## config.mk

```make
export PLATFORM = sky130hd
export DESIGN_NAME = rsi_sqrt_cell
export DESIGN_NICKNAME = d
export VERILOG_FILES = /design/src/rtl/rsi_pkg.sv /design/src/rtl/rsi_sqrt_cell.sv
export SDC_FILE = /design/constraint.sdc
export NUM_CORES = 1
export LEC_CHECK = 0
export BUFFER_PORTS_ARGS = -buffer_cell sky130_fd_sc_hd__clkbuf_2
export CAP_MARGIN = 0
export CORE_AREA = 2 2 313 315
export CTS_BUF_LIST = sky130_fd_sc_hd__clkbuf_8
export DETAILED_ROUTE_END_ITERATION = 6
export DIE_AREA = 0 0 315 317
export SLEW_MARGIN = 20
export SYNTH_ARGS = -nofsm -noshare
export SYNTH_HDL_FRONTEND = slang
export SYNTH_SLANG_ARGS = --single-unit
```

## constraint.sdc

```tcl
create_clock -name clk -period 7 [get_ports clk]
set_input_delay 0.7 -clock clk [delete_from_list [all_inputs] [get_ports clk]]
set_output_delay 0.7 -clock clk [all_outputs]
set_load 0.03 [all_outputs]
```

## src/rtl/rsi_pkg.sv

```systemverilog
// rsi_pkg: word types, field widths and derived datapath widths for the
// ray / sphere intersection pipeline
// no dependencies
package rsi_pkg;

  localparam int CW   = 32;  // coordinate width, signed fixed point
  localparam int FRAC = 16;  // fraction bits

  // configuration register indexes
  localparam logic [1:0] REG_CENTER_X = 2'd0;
  localparam logic [1:0] REG_CENTER_Y = 2'd1;
  localparam logic [1:0] REG_CENTER_Z = 2'd2;
  localparam logic [1:0] REG_RADIUS   = 2'd3;

  // derived datapath widths
  localparam int RW     = CW - 1;          // radius
  localparam int OCW    = CW + 1;          // origin - center
  localparam int RRW    = 2 * RW;          // radius squared
  localparam int AW     = 2 * CW;          // a = d.d
  localparam int PODW   = 2 * CW + 1;      // one oc*d or oc*oc product
  localparam int DOTW   = 2 * CW + 2;      // oc.d
  localparam int OCCW   = 2 * CW + 2;      // oc.oc
  localparam int BW     = 2 * CW + 3;      // b = 2 oc.d, signed
  localparam int CBW    = 2 * CW + 3;      // c = oc.oc - r^2, signed
  localparam int BMAG   = BW - 1;          // |b|
  localparam int CMAG   = CBW - 1;         // |c|
  localparam int HB     = BMAG / 2;        // low half of |b|
  localparam int HBH    = BMAG - HB;       // high half of |b|
  localparam int AHW    = AW / 2;          // low half of a
  localparam int AHH    = AW - AHW;
  localparam int CHW    = CMAG / 2;        // low half of |c|
  localparam int CHH    = CMAG - CHW;
  localparam int B2W    = 2 * BMAG;        // b^2
  localparam int ACW    = AW + CMAG;       // a*|c|
  localparam int DW     = 4 * CW + 6;      // discriminant, signed
  localparam int RADW   = DW;              // radicand, even width
  localparam int SQW    = RADW / 2;        // root width
  localparam int SQREMW = SQW + 2;         // root remainder
  localparam int NW     = 2 * CW + 5;      // -b -/+ s, signed
  localparam int NMAG   = NW - 1;
  localparam int MAGW   = NMAG + FRAC;     // scaled magnitude
  localparam int QW     = CW + 1;          // quotient bits developed
  localparam int HIW    = MAGW - QW;       // preloaded remainder
  localparam int DENW   = AW + 1;          // 2a
  localparam int DREMW  = DENW + 1;        // division remainder

  typedef struct packed {
    logic signed [CW-1:0] origin_x;
    logic signed [CW-1:0] origin_y;
    logic signed [CW-1:0] origin_z;
    logic signed [CW-1:0] dir_x;
    logic signed [CW-1:0] dir_y;
    logic signed [CW-1:0] dir_z;
  } in_word_t;

  typedef struct packed {
    logic                 hit;
    logic signed [CW-1:0] enter_distance;
    logic signed [CW-1:0] exit_distance;
    logic                 origin_inside;
    logic                 zero_direction;
    logic                 saturated;
  } out_word_t;

  // one square root cell's data plus the ray's sideband
  typedef struct packed {
    logic [RADW-1:0]      rad;
    logic [SQREMW-1:0]    rem;
    logic [SQW-1:0]       root;
    logic signed [BW-1:0] b;
    logic [AW-1:0]        a;
    logic                 hit;
    logic                 org_in;
    logic                 zdir;
  } sqrt_t;

  // one division cell's data
  typedef struct packed {
    logic [QW-1:0]    num;
    logic [DREMW-1:0] rem;
    logic [DENW-1:0]  den;
    logic [QW-1:0]    q;
  } div_t;

endpackage

```

## src/rtl/rsi_sqrt_cell.sv

```systemverilog
// rsi_sqrt_cell: one digit of the integer square root, two radicand bits a cycle while en is high
// depends on rsi_pkg
module rsi_sqrt_cell (
  input  logic           clk,
  input  logic           rst_n,
  input  logic           en,
  input  logic           vld_i,
  input  rsi_pkg::sqrt_t d_i,
  output logic           vld_o,
  output rsi_pkg::sqrt_t d_o
);
  import rsi_pkg::*;

  logic [SQREMW-1:0] rem_sh, trial;
  logic              ge;
  sqrt_t             d_nxt;

  always_comb begin
    rem_sh = {d_i.rem[SQREMW-3:0], d_i.rad[RADW-1 -: 2]};
    trial  = {d_i.root, 2'b01};
    ge     = rem_sh >= trial;
    d_nxt      = d_i;
    d_nxt.rad  = d_i.rad << 2;
    d_nxt.rem  = ge ? rem_sh - trial : rem_sh;
    d_nxt.root = {d_i.root[SQW-2:0], ge};
  end

  always_ff @(posedge clk) begin
    if (!rst_n) begin
      vld_o <= 1'b0;
    end else if (en) begin
      vld_o <= vld_i;
    end
  end

  always_ff @(posedge clk) begin
    if (en) begin
      d_o <= d_nxt;
    end
  end

endmodule

```

==> impl_summary.md <==
Status
The run finished with clean final reports.

Final layout
After the last flow step, the layout net total stands at 2651. The layout has 10290 filler cells. Summing all non-filler instances in the final layout gives an area of 0.02499 mm^2.

The synthesis-to-layout area growth is 40.53%. Of the cells placed in the final design, the portion with a size suffix greater than 1 is 0.4288. The final standard cell utilization of the core is 0.2596.

Critical path
The worst path buffer plus inverter count is 2. STA classifies the critical path endpoint as a register. The worst register-to-register path begins at vld_o$_SDFFE_PN0P_. For the worst setup path, the data required time is 7.52 ns.

At the worst endpoint, the arrival time is 4.54 ns. For flop-to-flop paths, the worst setup slack is 6.38 ns. Traced cell by cell, the critical path runs through clkbuf_2 -> inv_1 -> ha_1 -> a21oi_1 -> o21ai_0 -> a22oi_1 -> o221ai_1 -> or3_1 -> a2111oi_1 -> nor2_1 -> mux2i_1 -> o31ai_1. The logic depth of the worst setup path including buffers is 12. The largest single stage delay on the critical path is 0.78 ns. The worst register-to-register path ends at vld_o$_SDFFE_PN0P_. Among all stages on the critical path, the largest delay is contributed by sky130_fd_sc_hd__a2111oi_1. The cell family with the largest share of critical-path delay is compound AO/OA/AOI/OAI gates.

The critical path is of the input port to register type. The type of element launching the critical path is an input port. The number of cell instances on the worst register-to-register path is 2. The largest fanout on the critical path is 8.

Global routing
In the global route stage, overall resource usage came out at 0.1882. The initial antenna violation count is 57. Entering global routing, the biggest net connects 149 pins. The aggregate global routing overflow is 0. The global-route wire length before repair is 125.2 mm.

The via count of the first global-routing pass is 14390.

Route
The final routed DRC violation total is 0. Dividing the detail-routed wire length by the instance count gives 27.86 um. The pre-antenna-repair detailed-routing pass consisted of 5 iterations. The routed layout has 14720 vias.

The detail-routed via count per cell is 4.162. Summed over all layers, the routed wires come to 98.50 mm. Once detail routing completed, the nets flagged for antenna violations numbered 0. The first-iteration detailed-routing DRC count is 1059.

Logic synthesis
After synthesis, the largest family of logic cells by area is compound AO/OA/AOI/OAI gates. Of the total synthesized cell area, the portion taken by full adders, half adders and majority gates is 0.04855. The share of the synthesized area in the top cell type is 0.6788. The count of different cell masters after synthesis is 84. The xor-xnor portion of the synthesized cell area is 0.02610. Ranked by total cell area, the synthesized netlist is headed by sky130_fd_sc_hd__edfxtp_1, sky130_fd_sc_hd__ha_1, sky130_fd_sc_hd__o21ai_0, sky130_fd_sc_hd__nand2_1, sky130_fd_sc_hd__a21oi_1. Of the total synthesized cell area, the portion taken by AND, OR, NAND and NOR gates is 0.08668. The average footprint of a synthesized cell is 13.39 um^2. Of the synthesized area, sequential elements account for 0.6799.

In the synthesized netlist, the cells that appear most often are sky130_fd_sc_hd__edfxtp_1, sky130_fd_sc_hd__nand2_1, sky130_fd_sc_hd__o21ai_0. In this run, synthesis inferred 402 flip-flops with an integrated enable. The post-synthesis instance total is 1328. Among all flip-flop cells after synthesis, the most frequent one is sky130_fd_sc_hd__edfxtp_1. The yosys synthesis warning count is 0. The largest area contributor in the netlist is sky130_fd_sc_hd__edfxtp_1.

Yosys instantiated no cell more often than sky130_fd_sc_hd__edfxtp_1. The portion of synthesized area spent on multiplexers is 0.005418. Counting flops and latches in the post-synthesis netlist gives 403.

After synthesis, the share of flip-flops with an asynchronous set or reset is 0. The share of the synthesized area in compound gates (AO/OA/AOI/OAI) is 0.1148. The post-synthesis cell area is 0.01778 mm^2.

Die
The die is 317 um tall. The effective utilization at floorplan is 0.1847. The area of the placeable core is 0.09628 mm^2. The overall die area is 0.09986 mm^2.

The count of boundary I/O pins is 813. The number of placement rows is 114. The width of the die is 315 um.

CTS
The number of buffers added for setup after CTS is 0. Buffers inserted to repair hold after CTS numbered 0. The tree built by TritonCTS fans out to 403 sinks. For the worst-skew pair, the clock arrives at the later sink with an insertion delay of 0.70 ns. Once the clock tree was built, the resizer swapped 0 gates to a different size. The maximum clock path buffer count is 3.

The clock transition at the registers of the reported paths is 0.06 ns. CTS built an H-tree with a depth of 3. The TritonCTS buffer count is 83. The cell at the root of the clock tree is sky130_fd_sc_hd__clkbuf_8.

TritonCTS built the clock tree.

Place
The congestion estimate from routability-driven global placement came to 0.8536. Before CTS, the worst setup slack after placement is 1.873 ns. The count of buffers added on input and output ports is 808. The detailed placer's ending HPWL is 82.50 mm. The placed instances occupy a cell area of 0.02319 mm^2.

STA
The final period demand of the worst path is 4.019 ns. The setup skew after layout is 0 ns. Setup repair after global routing left no endpoint under its margin. The worst path meets setup with 2.981 ns of slack. For the pin with the worst max-slew slack, the measured transition is 1.064 ns.

Setup violations remaining at the end of the flow were counted as 0. The final hold violation count came to 0. Timing would allow up to 248.8 MHz.

After routing, the total negative slack on setup checks comes to 0 ns. The total count of max-transition violations in the final report is 0. The post-route fraction of the period consumed by the critical path is 0.5742. Measured against its own limit, the worst slew margin works out to 0.2910.

Power and ir drop
Overall power consumption after layout is estimated at 7194 uW. The worst-case IR drop observed on VDD is 0.0001310 V. The total power divided by cell area is 287.9 mW/mm^2. The total leakage power is 0.01079 uW.

Min path
The critical hold path startpoint is d_i[309]. The count of cells along the worst hold path is 1. The kind of path behind the tightest hold check is input port to register. The worst hold path endpoint is d_o[311]$_DFFE_PP_.

Run
Across the run, the number of max-cap violations was 0.
==> metal layers <==
layer,wire [um],track usage
met1,33850,0.1867
met3,14320,0.1310
met5,300,0.008049
met4,2875,0.06126
met2,47160,0.3111
==> cells in the final DEF (no fill, tap or decap), types with 21 or more instances in the layout <==
cell | Yosys | layout
sky130_fd_sc_hd__xor2_1 | 23 | 23
sky130_fd_sc_hd__inv_1 | 92 | 113
sky130_fd_sc_hd__edfxtp_1 | 402 | 402
sky130_fd_sc_hd__nor2_1 | 62 | 62
sky130_fd_sc_hd__ha_1 | 69 | 69
sky130_fd_sc_hd__clkbuf_2 | 2 | 807
sky130_fd_sc_hd__nand4_1 | 33 | 33
sky130_fd_sc_hd__clkbuf_8 | 1 | 86
sky130_fd_sc_hd__diode_2 | 0 | 21
sky130_fd_sc_hd__o21ai_0 | 93 | 93
sky130_fd_sc_hd__a21oi_1 | 89 | 89
sky130_fd_sc_hd__nand2_1 | 124 | 124
sky130_fd_sc_hd__xnor2_1 | 30 | 30
==> registers in the layout, summed over array words and instances (netlist names) <==
| name | cells |
|---|---|
| vld_o | 1 |
| d_o | 402 |
==> worst max path at each step <==
stage / start / to / slack, ns
after floorplan: d_i[158] / d_o[210]$_DFFE_PP_ / 3.63
after global placement: d_i[158] / d_o[264]$_DFFE_PP_ / 1.87
after detailed placement: d_i[176] / d_o[256]$_DFFE_PP_ / 1.87
after CTS: d_i[176] / d_o[256]$_DFFE_PP_ / 2.66
after global routing: d_i[174] / d_o[241]$_DFFE_PP_ / 2.90
final: d_i[158] / d_o[264]$_DFFE_PP_ / 2.98
==> area by class of cell <==
type	instances	area, um^2	area share
antenna	21	52.55	0.002103
sequential	403	12090	0.4838
clock inverter	64	540.5	0.02163
inverter	93	356.6	0.01427
tap	1276	1597	0.06388
timing repair buffer	816	4146	0.1659
clock buffer	86	1184	0.04736
multi-input combinational	777	5024	0.2010
==> kinds of logic after synthesis <==
logic type | count (synthesis)
adder cells (fa/ha/maj) | 69
other | 1
multiplexers | 9
buffers and inverters | 149
XOR/XNOR | 53
flip-flops | 403
AO/OA/AOI/OAI | 327
AND/OR/NAND/NOR | 317
==> where the power goes <==
part / internal, uW / switching [uW]
registers: 2910 / 61.3
clock network: 1480 / 1200
logic: 421 / 1120
==> metrics by stage <==
stage	hold WS [ns]	std cells
4_1_cts	0.04037	3514
6_report	0.1290	3536
5_1_grt	0.04806	3529
2_1_floorplan	0.6404	1329
3_3_place_gp	0.5065	3364
3_5_place_dp	0.5110	3364
Power figures use the tool's default switching activity.
