**src/rtl/rsi_pkg.sv**
```systemverilog
// rsi_pkg: word types, field widths and derived datapath widths for the
// ray / sphere intersection pipeline
// no dependencies
package rsi_pkg;

  localparam int CW   = 32;  // coordinate width, signed fixed point
  localparam int FRAC = 16;  // fraction bits

  // configuration register indexes
  localparam logic [1:0] REG_CENTER_X = 2'd0;
  localparam logic [1:0] REG_CENTER_Y = 2'd1;
  localparam logic [1:0] REG_CENTER_Z = 2'd2;
  localparam logic [1:0] REG_RADIUS   = 2'd3;

  // derived datapath widths
  localparam int RW     = CW - 1;          // radius
  localparam int OCW    = CW + 1;          // origin - center
  localparam int RRW    = 2 * RW;          // radius squared
  localparam int AW     = 2 * CW;          // a = d.d
  localparam int PODW   = 2 * CW + 1;      // one oc*d or oc*oc product
  localparam int DOTW   = 2 * CW + 2;      // oc.d
  localparam int OCCW   = 2 * CW + 2;      // oc.oc
  localparam int BW     = 2 * CW + 3;      // b = 2 oc.d, signed
  localparam int CBW    = 2 * CW + 3;      // c = oc.oc - r^2, signed
  localparam int BMAG   = BW - 1;          // |b|
  localparam int CMAG   = CBW - 1;         // |c|
  localparam int HB     = BMAG / 2;        // low half of |b|
  localparam int HBH    = BMAG - HB;       // high half of |b|
  localparam int AHW    = AW / 2;          // low half of a
  localparam int AHH    = AW - AHW;
  localparam int CHW    = CMAG / 2;        // low half of |c|
  localparam int CHH    = CMAG - CHW;
  localparam int B2W    = 2 * BMAG;        // b^2
  localparam int ACW    = AW + CMAG;       // a*|c|
  localparam int DW     = 4 * CW + 6;      // discriminant, signed
  localparam int RADW   = DW;              // radicand, even width
  localparam int SQW    = RADW / 2;        // root width
  localparam int SQREMW = SQW + 2;         // root remainder
  localparam int NW     = 2 * CW + 5;      // -b -/+ s, signed
  localparam int NMAG   = NW - 1;
  localparam int MAGW   = NMAG + FRAC;     // scaled magnitude
  localparam int QW     = CW + 1;          // quotient bits developed
  localparam int HIW    = MAGW - QW;       // preloaded remainder
  localparam int DENW   = AW + 1;          // 2a
  localparam int DREMW  = DENW + 1;        // division remainder

  typedef struct packed {
    logic signed [CW-1:0] origin_x;
    logic signed [CW-1:0] origin_y;
    logic signed [CW-1:0] origin_z;
    logic signed [CW-1:0] dir_x;
    logic signed [CW-1:0] dir_y;
    logic signed [CW-1:0] dir_z;
  } in_word_t;

  typedef struct packed {
    logic                 hit;
    logic signed [CW-1:0] enter_distance;
    logic signed [CW-1:0] exit_distance;
    logic                 origin_inside;
    logic                 zero_direction;
    logic                 saturated;
  } out_word_t;

  // one square root cell's data plus the ray's sideband
  typedef struct packed {
    logic [RADW-1:0]      rad;
    logic [SQREMW-1:0]    rem;
    logic [SQW-1:0]       root;
    logic signed [BW-1:0] b;
    logic [AW-1:0]        a;
    logic                 hit;
    logic                 org_in;
    logic                 zdir;
  } sqrt_t;

  // one division cell's data
  typedef struct packed {
    logic [QW-1:0]    num;
    logic [DREMW-1:0] rem;
    logic [DENW-1:0]  den;
    logic [QW-1:0]    q;
  } div_t;

endpackage

```
**src/rtl/rsi_div_cell.sv**
```systemverilog
// rsi_div_cell: one restoring division step, one quotient bit a cycle while en is high
// depends on rsi_pkg
module rsi_div_cell (
  input  logic          clk,
  input  logic          rst_n,
  input  logic          en,
  input  logic          vld_i,
  input  rsi_pkg::div_t d_i,
  output logic          vld_o,
  output rsi_pkg::div_t d_o
);
  import rsi_pkg::*;

  logic [DREMW-1:0] rem_sh;
  logic             ge;
  div_t             d_nxt;

  always_comb begin
    rem_sh    = {d_i.rem[DREMW-2:0], d_i.num[QW-1]};
    ge        = rem_sh >= DREMW'(d_i.den);
    d_nxt     = d_i;
    d_nxt.num = d_i.num << 1;
    d_nxt.rem = ge ? rem_sh - DREMW'(d_i.den) : rem_sh;
    d_nxt.q   = {d_i.q[QW-2:0], ge};
  end

  always_ff @(posedge clk) begin
    if (!rst_n) begin
      vld_o <= 1'b0;
    end else if (en) begin
      vld_o <= vld_i;
    end
  end

  always_ff @(posedge clk) begin
    if (en) begin
      d_o <= d_nxt;
    end
  end

endmodule

```
**config.mk**
```make
export PLATFORM = sky130hd
export DESIGN_NAME = rsi_div_cell
export DESIGN_NICKNAME = d
export VERILOG_FILES = /design/src/rtl/rsi_pkg.sv /design/src/rtl/rsi_div_cell.sv
export SDC_FILE = /design/constraint.sdc
export NUM_CORES = 1
export LEC_CHECK = 0
export BUFFER_PORTS_ARGS = -buffer_cell sky130_fd_sc_hd__buf_4
export CELL_PAD_IN_SITES_DETAIL_PLACEMENT = 0
export CELL_PAD_IN_SITES_GLOBAL_PLACEMENT = 2
export CORE_ASPECT_RATIO = 1.25
export CORE_MARGIN = 2
export CORE_UTILIZATION = 33
export DETAILED_ROUTE_END_ITERATION = 10
export PLACE_DENSITY = 0.86
export SLEW_MARGIN = 10
export SYNTH_ARGS = -nofsm -noshare
export SYNTH_HDL_FRONTEND = slang
export SYNTH_SLANG_ARGS = --single-unit
```
**constraint.sdc**
```tcl
create_clock -name clk -period 6.4 [get_ports clk]
set_input_delay 0 -clock clk [delete_from_list [all_inputs] [get_ports clk]]
set_output_delay 0 -clock clk [all_outputs]
set_load 0.03 [all_outputs]
```
==> qor.yml, run 1 <==
synthArstFlopShare: 0
mostFrequentLayoutCell: "sky130_fd_sc_hd__buf_4"
dr_total_vias: 9999
clkSlewWorstSetupHoldPaths_ps: 80
detail_route.drc_violations: 0
path_delay_family: "compound AO/OA/AOI/OAI gates"
smallest_setup_slack_after_layout_ps: 2330
insertion_delay_ps: 460
tightest_slew_ps: 1210
syn-mean-instance-area_um2: 10.7
cp-startpoint: "d_i[53]"
final.setup_skew_ps: 0
timing.critical_path.required_ps: 6690
clock-sinks: 197
grt_start_max_net_pins: 149
firstDrtPassIters: 5
post-route-min-period_ps: 4070
hold_path_startpoint: "en"
post_route_fraction_of_the_period_consumed_by_the_critical_path: 0.636
synth.lib_cells_used.distinct: 77
synth_flop_cell: "sky130_fd_sc_hd__edfxtp_1"
dp_hpwl_mm: 27.2
core-area_mm2: 0.0333
worst_path_max_delay_cell: "sky130_fd_sc_hd__buf_4"
max_freq_mhz: 246
cp-start-kind: "input pin"
worst-path-buf-inv: 5
postRouteAntennaNets: 0
total_design_power_mw: 4.03
hold_path_end: "d_o[138]"
vias_per_cell: 4.90
finalWeightedCongestion: 0.798
die_area_mm2: 0.0351
synth_edf_count: 196
drt-total-wl_mm: 36.6
grt_residual_overflow: 0
met1Wirelength_mm: 14.0
crit_arrival_ps: 4350
cp_slowest_stage_delay_ps: 640
worst-setup-path-type: "input pin to flop"
setup.reg_to_reg.worst_slack_ps: 5240
maxSlewViolCount: 0
crit_reg_reg_startpoint: "vld_o"
synth.yosys.seq_area_share: 0.532
status: "completed"
cts_tree: "done"
dieWidth_um: 168
power_density_mw_per_mm2: 237
hold_viol_final: 0
die_h_um: 209
maximum_count_of_clock_buffers_along_a_single_path: 2
finalSetupTns_ps: 0
drt-wirelength-per-cell_um: 17.9
first_global_vias: 10200
drive_above_1_share: 0.277
cp_max_fo: 68
max_slew_margin: 0.194
ctsHtreeMaxLevel: 4
wl_met3_mm: 2.11
maxUsedRoutingLayer: "met4"
gr-usage-all-layers: 0.206
syn2layout_area_growth_pct: 52.9
final-setup-viol-count: 0
design.portCount: 399
yosys_warnings: 0
cpMostUsedCell: "sky130_fd_sc_hd__buf_4"
min_delay_path_depth: 1
cts-root-buf: "sky130_fd_sc_hd__clkbuf_16"
placement_rows: 75
rsz_0062_raised_after_global_routing: "no"
layout.cells.most_common_list: "sky130_fd_sc_hd__buf_4 (398), sky130_fd_sc_hd__dlygate4sd3_1 (197), sky130_fd_sc_hd__edfxtp_1 (196), sky130_fd_sc_hd__a21oi_1 (126), sky130_fd_sc_hd__nor2_1 (96)"
pre_cts_ws_ps: 2420
timing.critical_path.to_type: "flop"
path_type_of_the_worst_min_delay_path: "input pin to flop"
stdcell_area_mm2: 0.0170
path_cells: "dlygate4sd3_1, buf_4, inv_1, ha_1, nand2_1, o211ai_1, nor2_1, a311oi_4, a31oi_4, o211ai_4, buf_4, buf_4, o311ai_1, a311oi_1"
synth_nets: 1304
routed-wl-met2_mm: 20.0
worst_r2r_path_depth: 3
dpl-instance-area_mm2: 0.0144
grt_first_pass_wirelength_mm: 55.7
syn-instance-count: 1037
power_leakage_nw: 7.38
cts_made_buffers: 17
netlist_area_mm2: 0.0111
synth.ff_latch_count: 197
ir_worst_vdd_mv: 0.149
maxCapViolCount: 0
postCtsSetupBuffers: 0
detail_route.iter0.violations: 507
final_nets: 1872
antenna_found_initial: 1
io_buffer_count: 395
start_util: 0.333
filler_cell_count: 2980
rr_endpoint: "vld_o"
worst max-delay path by stage:
stage               endpoint  slack (ps)  cells past startpoint
floorplan           d_o[152]        3640                     13
global placement    d_o[163]        2470                     13
detailed placement  d_o[163]        2420                     13
CTS                 d_o[163]        2310                     13
global route        d_o[163]        1980                     14
finish              d_o[163]        2330                     14
per-stage QoR:
step                      utilization  hold WS, ps  cells
final                           0.509          148   2042
after global routing            0.509          233   2042
after CTS                       0.509          223   2041
after detailed placement        0.432          179   1812
after global placement          0.432          178   1812
after floorplan                     -         98.9   1037
cells by family after synthesis:
kind of cell	after synthesis	share of synthesized area
and+or+nand+nor	262	0.111
other	1	0.000338
AOI/OAI and AO/OA	318	0.185
DFF	197	0.532
adders and majority gates	66	0.0751
xor gates and xnor gates	54	0.0426
muxes	1	0.000903
buffers and inverters	138	0.0526
Yosys cell counts (4+ instances only):
cell,instances,area share
sky130_fd_sc_hd__buf_2,19,0.0086
sky130_fd_sc_hd__nor2_1,96,0.032
sky130_fd_sc_hd__nand2_1,71,0.024
sky130_fd_sc_hd__xor2_1,26,0.021
sky130_fd_sc_hd__xnor2_1,28,0.022
sky130_fd_sc_hd__a21oi_1,126,0.057
sky130_fd_sc_hd__a211oi_1,6,0.0041
sky130_fd_sc_hd__edfxtp_1,196,0.53
sky130_fd_sc_hd__nand4_1,28,0.016
sky130_fd_sc_hd__ha_1,65,0.073
sky130_fd_sc_hd__o21a_1,12,0.0081
sky130_fd_sc_hd__a21o_1,39,0.026
sky130_fd_sc_hd__nand4b_1,4,0.0032
sky130_fd_sc_hd__a211o_1,5,0.0039
sky130_fd_sc_hd__and2_1,7,0.0039
sky130_fd_sc_hd__and3_1,7,0.0039
sky130_fd_sc_hd__nor3_1,14,0.0063
sky130_fd_sc_hd__o21ai_1,9,0.0041
sky130_fd_sc_hd__buf_4,5,0.0034
sky130_fd_sc_hd__a31oi_1,5,0.0028
sky130_fd_sc_hd__inv_1,90,0.030
sky130_fd_sc_hd__o21bai_1,9,0.0061
sky130_fd_sc_hd__o31ai_1,6,0.0041
sky130_fd_sc_hd__nand3_1,9,0.0041
sky130_fd_sc_hd__nor4_1,5,0.0028
sky130_fd_sc_hd__o21ai_0,52,0.023
sky130_fd_sc_hd__clkbuf_1,20,0.0068
final cells by class:
| type | instances | area, um^2 | area share |
|---|---|---|---|
| Antenna cell | 1 | 2.50 | 0.000148 |
| Clock buffer | 17 | 425 | 0.0251 |
| Clock inverter | 15 | 178 | 0.0105 |
| Inverter | 91 | 342 | 0.0201 |
| Multi-Input combinational cell | 702 | 4600 | 0.271 |
| Sequential cell | 197 | 5910 | 0.348 |
| Tap cell | 423 | 529 | 0.0312 |
| Timing Repair Buffer | 596 | 4970 | 0.293 |
sequential cells by signal, indices dropped and copies added, names as in the netlist:
name	cells
vld_o	1
d_o	196
what timing repair did:
action	4_1_cts	5_1_grt
hold endpoints to repair	196	0
resized for setup	0	0
endpoints found under the setup margin	0	0
hold buffers	197	0
power by group:
part | switching, mW | leakage [nW] | total [mW] | internal (mW)
registers | 0.0409 | 1.93 | 1.63 | 1.59
clock network | 0.585 | 0.294 | 1.12 | 0.532
logic | 0.752 | 5.15 | 1.28 | 0.531
routing by layer:
layer / GRT usage / vias to the layer above
met1: 0.221 / 4715
met5: 0 / -
met2: 0.398 / 302
met4: 0.0585 / 0
li1: - / 4953
met3: 0.0470 / 29
(Power assumes the default switching activity.)
==> inputs of run 2 (changes only) <==
--- a/config.mk
+++ b/config.mk
@@ -5,14 +5,15 @@
 export SDC_FILE = /design/constraint.sdc
 export NUM_CORES = 1
 export LEC_CHECK = 0
+export ABC_AREA = 1
 export BUFFER_PORTS_ARGS = -buffer_cell sky130_fd_sc_hd__buf_4
 export CELL_PAD_IN_SITES_DETAIL_PLACEMENT = 0
 export CELL_PAD_IN_SITES_GLOBAL_PLACEMENT = 2
 export CORE_ASPECT_RATIO = 1.25
 export CORE_MARGIN = 2
-export CORE_UTILIZATION = 33
+export CORE_UTILIZATION = 29
 export DETAILED_ROUTE_END_ITERATION = 10
-export PLACE_DENSITY = 0.86
+export PLACE_DENSITY = 0.82
 export SLEW_MARGIN = 10
 export SYNTH_ARGS = -nofsm -noshare
 export SYNTH_HDL_FRONTEND = slang
==> constraint.sdc (replaced) <==
create_clock -name clk -period 4 [get_ports clk]
set_input_delay 0 -clock clk [delete_from_list [all_inputs] [get_ports clk]]
set_output_delay 0 -clock clk [all_outputs]
set_load 0.03 [all_outputs]
==> run 2 against run 1 <==
  * Worst hold slack better by 53 ps
  * Global-route usage increased by 1.3 points
  * Non-clock buffer count is 5 higher
  * Flip-flop and latch count unchanged
  * Die area rose by 34%
  * Via count grew 28%
  * Final cell count rose by 46%
  * Critical path type unchanged
  * Combinational power rose by 79%
  * Register-to-register slack worse by 2400 ps
==> qor.yml, run 2 <==
status: "completed"  # unchanged
antenna_found_initial: 0  # was 1
maxCapViolCount: 0  # unchanged
cpMostUsedCell: "sky130_fd_sc_hd__nand2_2"  # was sky130_fd_sc_hd__buf_4
syn-mean-instance-area_um2: 7.40  # was 10.7 um^2
dp_hpwl_mm: 42.1  # was 27.2 mm
crit_reg_reg_startpoint: "vld_o"  # unchanged
first_global_vias: 13500  # was 10,200
diodes: 0  # was 1
post_synth_main_area_contributors: "sky130_fd_sc_hd__edfxtp_1 (45%), sky130_fd_sc_hd__nand2_1 (21%), sky130_fd_sc_hd__inv_1 (10%)"  # was sky130_fd_sc_hd__edfxtp_1 (53%), sky130_fd_sc_hd__ha_1 (7.3%), sky130_fd_sc_hd__a21oi_1 (5.7%)
largest_register: "d_o"  # unchanged
syn-instance-count: 1777  # was 1,037
post-synth-top-count-cell: "sky130_fd_sc_hd__nand2_1"  # was sky130_fd_sc_hd__edfxtp_1
timing.critical_path.required_ps: 4330  # was 6690 ps
rr_endpoint: "vld_o"  # unchanged
max_slew_margin: 0.474  # was 0.194
rsz_0062_raised_after_global_routing: "no"  # unchanged
drt-total-wl_mm: 51.5  # was 36.6 mm
cts_tree: "done"  # unchanged
crit_arrival_ps: 3540  # was 4350 ps
grt_first_pass_wirelength_mm: 77.7  # was 55.7 mm
cp-start-kind: "input pin"  # unchanged
design.portCount: 399  # unchanged
final-setup-viol-count: 0  # unchanged
stdcell_area_mm2: 0.0194  # was 0.0170 mm^2
detail_route.iter0.violations: 466  # was 507
cts_made_buffers: 17  # unchanged
final_nets: 2649  # was 1,872
die_area_mm2: 0.0471  # was 0.0351 mm^2
worst-setup-path-type: "input pin to flop"  # unchanged
syn2layout_area_growth_pct: 47.3  # was 52.9%
path_type_of_the_worst_min_delay_path: "input pin to flop"  # unchanged
dieWidth_um: 195  # was 168 um
grt_residual_overflow: 0  # unchanged
drive_above_1_share: 0.210  # was 0.277
insertion_delay_ps: 470  # was 460 ps
synth_nets: 2044  # was 1,304
yosys_warnings: 0  # unchanged
core-area_mm2: 0.0450  # was 0.0333 mm^2
dr_total_vias: 12800  # was 9,999
placement_rows: 87  # was 75
worst_path_max_delay_cell: "sky130_fd_sc_hd__dlygate4sd3_1"  # was sky130_fd_sc_hd__buf_4
ctsHtreeMaxLevel: 4  # unchanged
ir_worst_vdd_mv: 0.329  # was 0.149 mV
biggestRegsByFlops: "d_o: 196 flops, vld_o: 1 flops"  # unchanged
power_density_mw_per_mm2: 347  # was 237 mW/mm^2
die_h_um: 242  # was 209 um
post_synth_most_frequent_cells: "sky130_fd_sc_hd__nand2_1 (752), sky130_fd_sc_hd__inv_1 (349), sky130_fd_sc_hd__edfxtp_1 (196), sky130_fd_sc_hd__nor2_1 (121), sky130_fd_sc_hd__ha_1 (65)"  # was sky130_fd_sc_hd__edfxtp_1 (196), sky130_fd_sc_hd__a21oi_1 (126), sky130_fd_sc_hd__nor2_1 (96), sky130_fd_sc_hd__inv_1 (90), sky130_fd_sc_hd__nand2_1 (71)
layout.cells.most_common_list: "sky130_fd_sc_hd__nand2_1 (752), sky130_fd_sc_hd__buf_4 (402), sky130_fd_sc_hd__inv_1 (349), sky130_fd_sc_hd__dlygate4sd3_1 (197), sky130_fd_sc_hd__edfxtp_1 (196)"  # was sky130_fd_sc_hd__buf_4 (398), sky130_fd_sc_hd__dlygate4sd3_1 (197), sky130_fd_sc_hd__edfxtp_1 (196), sky130_fd_sc_hd__a21oi_1 (126), sky130_fd_sc_hd__nor2_1 (96)
worstSetupEndpoint: "d_o[138]"  # was d_o[163]
io_buffer_count: 395  # unchanged
drt-wirelength-per-cell_um: 17.3  # was 17.9 um
whs_ps: 201  # was 148 ps
firstDrtPassIters: 4  # was 5
cp_slowest_stage_delay_ps: 540  # was 640 ps
synthDominantCellAreaShare: 0.447  # was 0.531
synthArstFlopShare: 0  # unchanged
multi_input_comb_area_mm2: 0.00577  # was 0.00460 mm^2
cts-root-buf: "sky130_fd_sc_hd__clkbuf_16"  # unchanged
final.setup_skew_ps: 0  # unchanged
grt_start_max_net_pins: 86  # was 149
tightest_slew_ps: 790  # was 1210 ps
final-seq-area_mm2: 0.00591  # unchanged
largest_register_ffs: 196  # unchanged
mostFrequentLayoutCell: "sky130_fd_sc_hd__nand2_1"  # was sky130_fd_sc_hd__buf_4
post_route_fraction_of_the_period_consumed_by_the_critical_path: 0.802
postCtsSetupBuffers: 0  # unchanged
synth.yosys.seq_area_share: 0.449  # was 0.532
setup.reg_to_reg.worst_slack_ps: 2800  # was 5240 ps
power_leakage_nw: 10.0  # was 7.38 nW
path_cells: "dlygate4sd3_1, buf_4, ha_1, inv_1, fa_1, nand2_1, nand3_2, nand3_2, nand2_2, nand2_1, nand2_2, nand2_1, nand2_2, nand2_2, nand2_2, nand3_2, nand2_2, buf_4, nand2_1, nand2_1"  # was dlygate4sd3_1, buf_4, inv_1, ha_1, nand2_1, o211ai_1, nor2_1, a311oi_4, a31oi_4, o211ai_4, buf_4, buf_4, o311ai_1, a311oi_1
synth_edf_count: 196  # unchanged
dpl-instance-area_mm2: 0.0168  # was 0.0144 mm^2
maxSlewViolCount: 0  # unchanged
finalWeightedCongestion: 0.867  # was 0.798
finalSetupTns_ps: 0  # unchanged
netlist.top_cell.by_area: "sky130_fd_sc_hd__edfxtp_1"  # unchanged
filler_cell_count: 4646  # was 2,980
gr-usage-all-layers: 0.218  # was 0.206
postRouteAntennaNets: 0  # unchanged
clock-sinks: 197  # unchanged
maximum_count_of_clock_buffers_along_a_single_path: 2  # unchanged
start_util: 0.293  # was 0.333
synth_flop_cell: "sky130_fd_sc_hd__edfxtp_1"  # unchanged
vias_per_cell: 4.32  # was 4.90
synth.ff_latch_count: 197  # unchanged
timing.critical_path.to_type: "flop"  # unchanged
cp-startpoint: "d_i[33]"  # was d_i[53]
synth.lib_cells_used.distinct: 35  # was 77
post-route-min-period_ps: 3210
detail_route.drc_violations: 0  # unchanged
cp_max_fo: 39  # was 68
finish.utilization: 0.431  # was 0.509
clkSlewWorstSetupHoldPaths_ps: 70  # was 80 ps
worst_r2r_path_depth: 3  # unchanged
netlist_area_mm2: 0.0132  # was 0.0111 mm^2
max_freq_mhz: 312
hold_viol_final: 0  # unchanged
==> run 2: final cells by class <==
type | count | area share
inverters | 358 | 0.0693
repair buffers | 601 | 0.259
flip-flops and latches | 197 | 0.305
clock buffers | 18 | 0.0221
well taps | 578 | 0.0373
clock inverters | 14 | 0.00975
multi-input cells | 1207 | 0.298
==> run 2: metrics by stage <==
step	worst slack, ps	power, mW	std cells
detailed placement	811	4.80	2744
finish	791	6.72	2973
floorplan	1960	3.90	1777
CTS	746	6.82	2973
global route	481	7.08	2973
global placement	848	4.79	2744
==> run 2: worst min-delay path by stage <==
stage                   from       end  slack (ps)  depth (start not counted)
floorplan                 en     vld_o          90                          1
global placement    d_i[195]  d_o[196]         180                          1
detailed placement  d_i[193]  d_o[194]         180                          1
CTS                 d_i[180]  d_o[181]         210                          2
global route         d_i[28]   d_o[29]         220                          2
finish                    en   d_o[94]         200                          1
==> run 2: where the power goes <==
group | internal [mW] | switching, mW
sequential | 2.53 | 0.0650
clock | 0.955 | 0.871
combinational | 0.850 | 1.44
==> run 2: cells by family after synthesis <==
family	share of synthesized area
simple gates	0.316
buf+inv	0.113
flops	0.449
compound gates	0.0325
fa+ha+maj	0.0633
xor+xnor	0.0253
other cells	0.000285
==> run 2: what timing repair did <==
action,in CTS,in global routing
endpoints found under the hold margin,196,0
resized for setup,0,0
hold buffers,197,0
setup endpoints to repair,0,0
==> run 2: critical path, delay by kind of cell <==
family / cells / cell delay, ps
AND/OR/NAND/NOR: 14 / 1600
buffers and inverters: 4 / 1380
adder cells (fa/ha/maj): 2 / 480
==> run 2: per-layer routing <==
layer	track usage	wire length [um]	vias up
met2	0.426	28000	306
met4	0.0667	1000	0
met1	0.242	20500	5836
met5	0	0	-
li1	-	-	6652
met3	0.0306	2020	39
